<file path="config.mk">
export PLATFORM = sky130hd
export DESIGN_NAME = lmsd_res_fifo
export DESIGN_NICKNAME = d
export VERILOG_FILES = /design/src/design/led_matrix_scan_pwm_driver_macros.svh /design/src/design/lmsd_pkg.sv /design/src/design/lmsd_res_fifo.sv
export SDC_FILE = /design/constraint.sdc
export NUM_CORES = 1
export LEC_CHECK = 0
export BUFFER_PORTS_ARGS = -buffer_cell sky130_fd_sc_hd__buf_2
export CAP_MARGIN = 20
export CORE_AREA = 2 2 96 98
export DETAILED_ROUTE_END_ITERATION = 8
export DIE_AREA = 0 0 98 100
export GPL_TIMING_DRIVEN = 0
export PLACE_DENSITY = 0.52
export SLEW_MARGIN = 30
export SYNTH_ARGS = -nofsm -noshare
export SYNTH_HDL_FRONTEND = slang
export SYNTH_SLANG_ARGS = --single-unit
export TNS_END_PERCENT = 5
</file>
<file path="constraint.sdc">
create_clock -name clk_i -period 6.4 [get_ports clk_i]
set_clock_uncertainty 0.15 [all_clocks]
set_input_delay 1.6 -clock clk_i [delete_from_list [all_inputs] [get_ports clk_i]]
set_output_delay 1.6 -clock clk_i [all_outputs]
set_load 0.1 [all_outputs]
</file>
<file path="src/design/led_matrix_scan_pwm_driver_macros.svh">
// ---------------------------------------------------------------------------
// LED matrix scan driver assertion macros
// Shorthand for concurrent checks clocked on clk_i, disabled while in reset.
// ---------------------------------------------------------------------------
`ifndef LED_MATRIX_SCAN_PWM_DRIVER_MACROS_SVH
`define LED_MATRIX_SCAN_PWM_DRIVER_MACROS_SVH

// property must hold at every edge out of reset
`define LMSD_ASSERT(lbl, prop, msg) \
  lbl: assert property (@(posedge clk_i) disable iff (!rst_ni) prop) else $error(msg);

// condition must never be seen
`define LMSD_NEVER(lbl, cond, msg) `LMSD_ASSERT(lbl, !(cond), msg)

`endif

</file>
<file path="src/design/lmsd_pkg.sv">
// ---------------------------------------------------------------------------
// LED matrix scan driver package
// Shared defaults, codes and request/result structs.
// ---------------------------------------------------------------------------
package lmsd_pkg;

  localparam int PANEL_COLUMNS = 32;
  localparam int SCAN_ROWS     = 16;
  localparam int PWM_LEVELS    = 8;
  localparam int CHANNEL_BITS  = 8;

  // fixed field widths of the ports
  localparam int ROW_FIELD_W   = 5;
  localparam int COL_FIELD_W   = 5;
  localparam int LEVEL_FIELD_W = 8;
  localparam int ADDR_FIELD_W  = 4;

  localparam int CMD_DEPTH = 2;
  localparam int RES_DEPTH = 4;
  localparam int RES_CNT_W = $clog2(RES_DEPTH + 1);
  localparam logic [RES_CNT_W-1:0] RES_FULL = RES_CNT_W'(RES_DEPTH);

  typedef enum logic {
    OP_WRITE = 1'b0,
    OP_TICK  = 1'b1
  } opcode_e;

  typedef enum logic {
    KIND_COLUMN = 1'b0,
    KIND_LATCH  = 1'b1
  } kind_e;

  typedef struct packed {
    logic                     is_tick;
    logic                     in_range;
    logic [ROW_FIELD_W-1:0]   pixel_row;
    logic [COL_FIELD_W-1:0]   pixel_column;
    logic [LEVEL_FIELD_W-1:0] red;
    logic [LEVEL_FIELD_W-1:0] green;
    logic [LEVEL_FIELD_W-1:0] blue;
  } cmd_t;

  typedef struct packed {
    kind_e                   kind;
    logic                    upper_red;
    logic                    upper_green;
    logic                    upper_blue;
    logic                    lower_red;
    logic                    lower_green;
    logic                    lower_blue;
    logic [ADDR_FIELD_W-1:0] row_address;
    logic                    last;
  } res_t;

endpackage

</file>
<file path="src/design/lmsd_res_fifo.sv">
// ---------------------------------------------------------------------------
// LED matrix scan driver result queue
// Small queue that holds finished results until popped.
// ---------------------------------------------------------------------------
module lmsd_res_fifo (
  input  logic                           clk_i,
  input  logic                           rst_ni,
  input  logic                           push_i,
  input  lmsd_pkg::res_t                 data_i,
  input  logic                           pop_i,
  output logic                           empty_o,
  output lmsd_pkg::res_t                 data_o,
  output logic [lmsd_pkg::RES_CNT_W-1:0] cnt_o
);

  localparam int PTR_W = $clog2(lmsd_pkg::RES_DEPTH);

  lmsd_pkg::res_t                 slot_q [lmsd_pkg::RES_DEPTH];
  logic [PTR_W-1:0]               wptr_q, rptr_q;
  logic [lmsd_pkg::RES_CNT_W-1:0] cnt_q;
  logic                           do_pop;

  assign empty_o = (cnt_q == '0);
  assign do_pop  = pop_i && !empty_o;
  assign data_o  = slot_q[rptr_q];
  assign cnt_o   = cnt_q;

  always_ff @(posedge clk_i or negedge rst_ni) begin
    if (!rst_ni) begin
      wptr_q <= '0;
      rptr_q <= '0;
      cnt_q  <= '0;
    end else begin
      if (push_i) begin
        wptr_q <= PTR_W'((32'(wptr_q) + 1) % lmsd_pkg::RES_DEPTH);
      end
      if (do_pop) begin
        rptr_q <= PTR_W'((32'(rptr_q) + 1) % lmsd_pkg::RES_DEPTH);
      end
      cnt_q <= cnt_q + lmsd_pkg::RES_CNT_W'(push_i) - lmsd_pkg::RES_CNT_W'(do_pop);
    end
  end

  always_ff @(posedge clk_i) begin
    if (push_i) begin
      slot_q[wptr_q] <= data_i;
    end
  end

endmodule

</file>
# After elaboration in Yosys (flattened, before gate mapping)
# Memory sizes are Yosys's and may differ from the RTL's.
# Cells that the tools add are included.
# Widths: inputs -> output; s select.
[op_classes] n_eq_ne=0 muxes=2 order_cmp=0 div=0 bitwise=0 shift=0 n_addsub=4 multipliers=0 reduce_logical=3
[op_table] op="$add 2x1->2 const B" n=2
[op_table] op="$add 3x1->3" n=1
[op_table] op="$logic_not 3->1" n=1
[op_table] op="$sub 3x1->3" n=1
[op_table] op="$mux 1" n=2
[op_table] op="$logic_and 1x1->1" n=1
[op_table] op="$logic_not 1->1" n=1
[totals] ff_bits=7 out_inout_bits=16 latchBits=0 word_cells=13 mem_bits_ro=0 mem_bits_rw=48 input_bits=16 memories=1
[memory_table] memory="slot_q" depth=4 word_bits=12 rd=1 rd_ports_with_merged_regs=0 write_ports=1 line="lmsd_res_fifo.sv:18" source="lmsd_pkg::res_t slot_q [lmsd_pkg::RES_DEPTH];"

# Depth between registers and ports, before layout
# Gate-level depths: netlist of run 1.
[depth] word_depth=4 ltp_mapped=9

# Least setup slack after synthesis of run 1
# OpenSTA, ideal clock, no wires.
[synth_timing] path_type="reg2out" from="register cnt_q (netlist bit cnt_o[1])" to="output empty_o" path_buffers=0 arrival_time_ns=3.015 required_time_ns=4.650 path_stages_with_launch=2 setup_slack_ns=1.635 cell_sequence="dfrtp_1 > nor3_1"
[synth_between] elab_chain_cells=1
[synth_lines] item="start, declared" line="lmsd_res_fifo.sv:20" source="logic [lmsd_pkg::RES_CNT_W-1:0] cnt_q;"
[synth_lines] item="start signal, assigned" line="lmsd_res_fifo.sv:40" source="cnt_q <= cnt_q + lmsd_pkg::RES_CNT_W'(push_i) - lmsd_pkg::RES_CNT_W'(do_pop);"
[synth_lines] item="$logic_not 3->1" line="lmsd_res_fifo.sv:23" source="assign empty_o = (cnt_q == '0);"
[synth_lines] item="end, declared" line="lmsd_res_fifo.sv:11" source="output logic empty_o,"
# No other way between the ends.

==> results of run 1 <==
-- per-layer routing --
layer / part of all wire [%] / vias up / track usage [%]
met5: 0 / - / 0
met1: 43 / 527 / 9.92
met2: 51 / 28 / 14.3
met3: 5.0 / 4 / 2.58
li1: - / 461 / -
met4: 0.67 / 0 / 2.24
-- registers in the layout, summed over array words and instances (netlist names) --
name and count:
slot_q 48, cnt_o 3, rptr_q 2, wptr_q 2
-- metrics by stage --
stage,cells,util [%],setup slack (ns),hold slack (ns)
after global routing,248,28.5,2.82,0.428
after CTS,248,28.5,2.86,0.400
after detailed placement,240,27.6,3.01,0.383
after floorplan,98,-,1.64,0.344
final,248,28.5,2.90,0.403
after global placement,240,27.6,3.08,0.357
-- final cells by class --
cell class / instances / area (um^2) / share of cell area [%]
Buffer: 3 / 36.3 / 1.43
Clock inverter: 3 / 15.0 / 0.592
Timing Repair Buffer: 31 / 155 / 6.12
Tap cell: 111 / 139 / 5.48
Clock buffer: 5 / 68.8 / 2.71
Inverter: 7 / 26.3 / 1.04
Multi-Input combinational cell: 33 / 479 / 18.9
Sequential cell: 55 / 1620 / 63.7
-- cells in the final DEF, fill, tap and decap left out --
cell type / n
and2_1: 4
edfxtp_1: 48
inv_1: 7
o21ai_0: 1
buf_12: 1
buf_2: 32
xnor2_1: 4
mux4_1: 4
xor2_1: 1
dfrtp_1: 7
clkbuf_8: 5
o31ai_1: 1
o311ai_0: 1
ha_1: 6
nor3_1: 1
nand2_1: 1
clkinvlp_4: 1
clkinv_1: 2
fa_1: 1
mux4_2: 8
buf_6: 1
-- cells by family after synthesis --
logic type,share of synthesized area (%)
adder cells (fa/ha/maj),4.41
buffers and inverters,2.90
multiplexers,13.2
XOR/XNOR,2.03
AND/OR/NAND/NOR,1.56
AO/OA/AOI/OAI,0.985
flip-flops,74.9
-- how the worst max path moves through the flow --
stage / from / end / slack (ns) / cells after the start
after floorplan: cnt_o[1]$_DFF_PN0_ / empty_o / 1.64 / 1
after global placement: pop_i / cnt_o[2]$_DFF_PN0_ / 3.08 / 10
after global routing: rptr_q[0]$_DFFE_PN0P_ / data_o[6] / 2.82 / 4
after CTS: rptr_q[0]$_DFFE_PN0P_ / data_o[6] / 2.86 / 4
final: rptr_q[0]$_DFFE_PN0P_ / data_o[9] / 2.90 / 4
after detailed placement: pop_i / cnt_o[2]$_DFF_PN0_ / 3.01 / 10
-- critical path: stages (launching register included) --
cell	delay (ns)
dfrtp_1	0.35
buf_6	0.13
buf_12	0.15
mux4_2	0.51
buf_2	0.31
==> results_dict.tcl, run 1 <==
set metrics [dict create \
    status "finished, final reports clean" \
    clock-sinks 55 \
    ff2ff_path_depth 9 \
    wire_per_inst_um 15.0 \
    grtUsageTotal_pct 8.21 \
    gp_congestion 0.732 \
    die_w_um 98 \
    cp_data_arrival_time_ns 1.75 \
    hold_start "wptr_q[0]$_DFFE_PN0P_" \
    post_cts_buffers 0 \
    synth.avg_cell_area_um2 22.0 \
    syn-num-nets 121 \
    gr-total-overflow 0 \
    min_period_ns 3.50 \
    vias 1020 \
    syn2layout_area_growth_pct 17.5 \
    finalNetCount 159 \
    dp_hpwl_mm 2.62 \
    timing.rr.end "cnt_o[2]$_DFF_PN0_" \
    cts_hold_buf 0 \
    yosys-top-cells-count "edfxtp_1, mux4_2, dfrtp_1, inv_1, ha_1" \
    finalCritPeriodShare_pct 54.7 \
    synth_ff_type "edfxtp_1" \
    design.portCount 32 \
    fill_cells 883 \
    numCtsBuffers 5 \
    holdPathStages 1 \
    drt_iter0_drc 34 \
    drt_pass1_iterations 4 \
    io_buffers 31 \
    timing_hold_violations_final 0 \
    synthCells 98 \
    worst_pin_slew_ns 0.673 \
    ctsHtreeMaxLevel 2 \
    clk_pin_slew_ns 0.09 \
    place_area_um2 2450 \
    synth_top_area_share_pct 66.8 \
    endpoint_kind "output port" \
    via_per_inst 4.11 \
    antenna-diode-count 0 \
    grt_pass1_wl_mm 6.06 \
    synthArstFlopShare_pct 12.7 \
    fmax_mhz 285 \
    final_cell_area_um2 2540 \
    initial_core_util_pct 24.3 \
    synth_warnings 0 \
    r2r-start "cnt_o[1]$_DFF_PN0_" \
    drv_cap 0 \
    grt_max_degree 17 \
    yosysTopAreaCell "edfxtp_1" \
    grt_antenna_before_repair 0 \
    clock_path_buffers 2 \
    hold_end "wptr_q[0]$_DFFE_PN0P_" \
    drtAntennaViolNets 0 \
    post-route-drc-count 0 \
    worstPathMaxFanout 10 \
    required_ns 4.65 \
    synth.area.top_cells "edfxtp_1, mux4_2, dfrtp_1" \
    yosys.cell_types.count 18 \
    yosysMostFrequentCell "edfxtp_1" \
    setup_viol_count_final 0 \
    start_kind "flop" \
    dieArea_um2 9800 \
    rsz0062_at_grt "false" \
    tritoncts "done" \
    clkLatencyLatePin_ns 0.30 \
    drv_slew 0 \
    tns_ns 0 \
    hold_path_class "flop to flop" \
    core_area_um2 8890 \
    ys_ff_latch 55 \
    max-slew-margin-rel_pct 55.1 \
    critical_path_class "flop to output port" \
    ys_seq_area_share_pct 74.9 \
    reg2reg_slack_ns 3.98 \
    finalWirelength_mm 3.73 \
    grt_pass1_vias 1164 \
    synth_edf_count 48 \
    root_buffer "clkbuf_8" \
    rows 35 \
    drive_gt1_share_pct 35.0 \
    cts_resized 0 \
    syn_area_um2 2160 \
    die_y_um 100 \
]
Power of run 1 is left out: the tool's default activity adds up to more than one toggle a clock period on the data nets, which glitch-free logic cannot reach.
==> run 2: changes to the inputs <==
Clock period 6.4 ns to 3.6 ns, I/O delays scaled along.
==> results_dict.tcl, run 2 (synthesis results as in run 1) <==
set metrics [dict create \
    root_buffer "clkbuf_8" \
    post_cts_buffers 0 \
    die_y_um 100 \
    final_cell_mix "edfxtp_1, buf_2, mux4_2" \
    clkLatencyLatePin_ns 0.30 \
    grt_pass1_wl_mm 5.82 \
    place_ws_ns 0.900 \
    drtAntennaViolNets 0 \
    min_period_ns 2.82 \
    start_kind "flop" \
    finalCritPeriodShare_pct 78.2 \
    design.portCount 32 \
    cts_hold_buf 0 \
    r2r-start "cnt_o[1]$_DFF_PN0_" \
    gr-total-overflow 0 \
    drt_iter0_drc 71 \
    layout_commonest_cell "edfxtp_1" \
    setup_slack_ns 0.785 \
    post-route-drc-count 0 \
    worst_pin_slew_ns 0.720 \
    hold_path_class "primary input to asynchronous set/reset pin" \
    cp_data_arrival_time_ns 1.77 \
    clock_path_buffers 2 \
    via_per_inst 4.02 \
    fmax_mhz 355 \
    dp_hpwl_mm 2.53 \
    timing_hold_violations_final 0 \
    clock-sinks 55 \
    finalNetCount 159 \
    gp_congestion 0.697 \
    rsz0062_at_grt "false" \
    grt_antenna_before_repair 0 \
    vias 998 \
    regMostFlops "slot_q" \
    syn2layout_area_growth_pct 18.0 \
    wire_per_inst_um 14.8 \
    numCtsBuffers 5 \
    endpoint_kind "output port" \
    grt_pass1_vias 1118 \
    setup_viol_count_final 0 \
    status "finished, final reports clean" \
    io_buffers 31 \
    tritoncts "done" \
    initial_core_util_pct 24.3 \
    max-slew-margin-rel_pct 52.0 \
    grt_max_degree 18 \
    dieArea_um2 9800 \
    required_ns 2.55 \
    worstPathMaxFanout 10 \
    ff2ff_path_depth 9 \
    timing.rr.end "cnt_o[2]$_DFF_PN0_" \
    drv_cap 0 \
    die_w_um 98 \
    largest_register_ffs 48 \
    antenna-diode-count 0 \
    grtUsageTotal_pct 7.81 \
    drive_gt1_share_pct 37.2 \
    cts_resized 0 \
    drt_pass1_iterations 4 \
    clk_pin_slew_ns 0.09 \
    drv_slew 0 \
    reg2reg_slack_ns 1.19 \
    core_area_um2 8890 \
    tns_ns 0 \
    ctsHtreeMaxLevel 2 \
    rows 35 \
    fill_cells 882 \
    critical_path_class "flop to output port" \
    finalWirelength_mm 3.66 \
]
==> run 2: cell count changes in the layout (fill, tap and decap cells not counted) <==
cell / change
clkinv_2: +1
clkinvlp_4: +1
clkinv_1: -2
nor3_2: +1
nor3_1: -1
==> run 2: layout make-up <==
type / instances / area (um^2) / area share (%)
Clock buffer: 5 / 68.8 / 2.70
Tap cell: 111 / 139 / 5.45
Buffer: 3 / 36.3 / 1.43
Sequential cell: 55 / 1620 / 63.5
Timing Repair Buffer: 31 / 155 / 6.09
Multi-Input combinational cell: 33 / 484 / 19.0
Inverter: 7 / 26.3 / 1.03
Clock inverter: 3 / 20.0 / 0.786
==> run 2: routing by layer <==
metal,routed length (um),track usage [%]
met5,0,0
met4,34,2.56
met3,158,2.58
met2,1920,13.8
met1,1550,9.02
==> run 2: worst max-delay path, stage by stage (launching register included) <==
cell and delay (ns):
dfrtp_1 0.35, buf_6 0.13, buf_12 0.15, mux4_2 0.52
buf_2 0.31
==> run 2: per-stage QoR <==
step           area, um^2  instances  util (%)  hold WS (ns)
2_1_floorplan        2160         98         -         0.344
3_3_place_gp         2460        240      27.6         0.357
3_5_place_dp         2460        240      27.6         0.384
4_1_cts              2550        248      28.6         0.255
5_1_grt              2550        248      28.6         0.253
6_report             2550        248      28.6         0.262
==> run 2: how the worst max path moves through the flow <==
stage	start	endpoint	cells past startpoint
after floorplan	cnt_o[1]$_DFF_PN0_	empty_o	1
after global placement	pop_i	cnt_o[2]$_DFF_PN0_	10
after detailed placement	pop_i	cnt_o[2]$_DFF_PN0_	10
final	rptr_q[0]$_DFFE_PN0P_	data_o[4]	4
after CTS	rptr_q[0]$_DFFE_PN0P_	data_o[8]	4
after global routing	rptr_q[0]$_DFFE_PN0P_	data_o[4]	4
Power of run 2 is left out for the same reason.
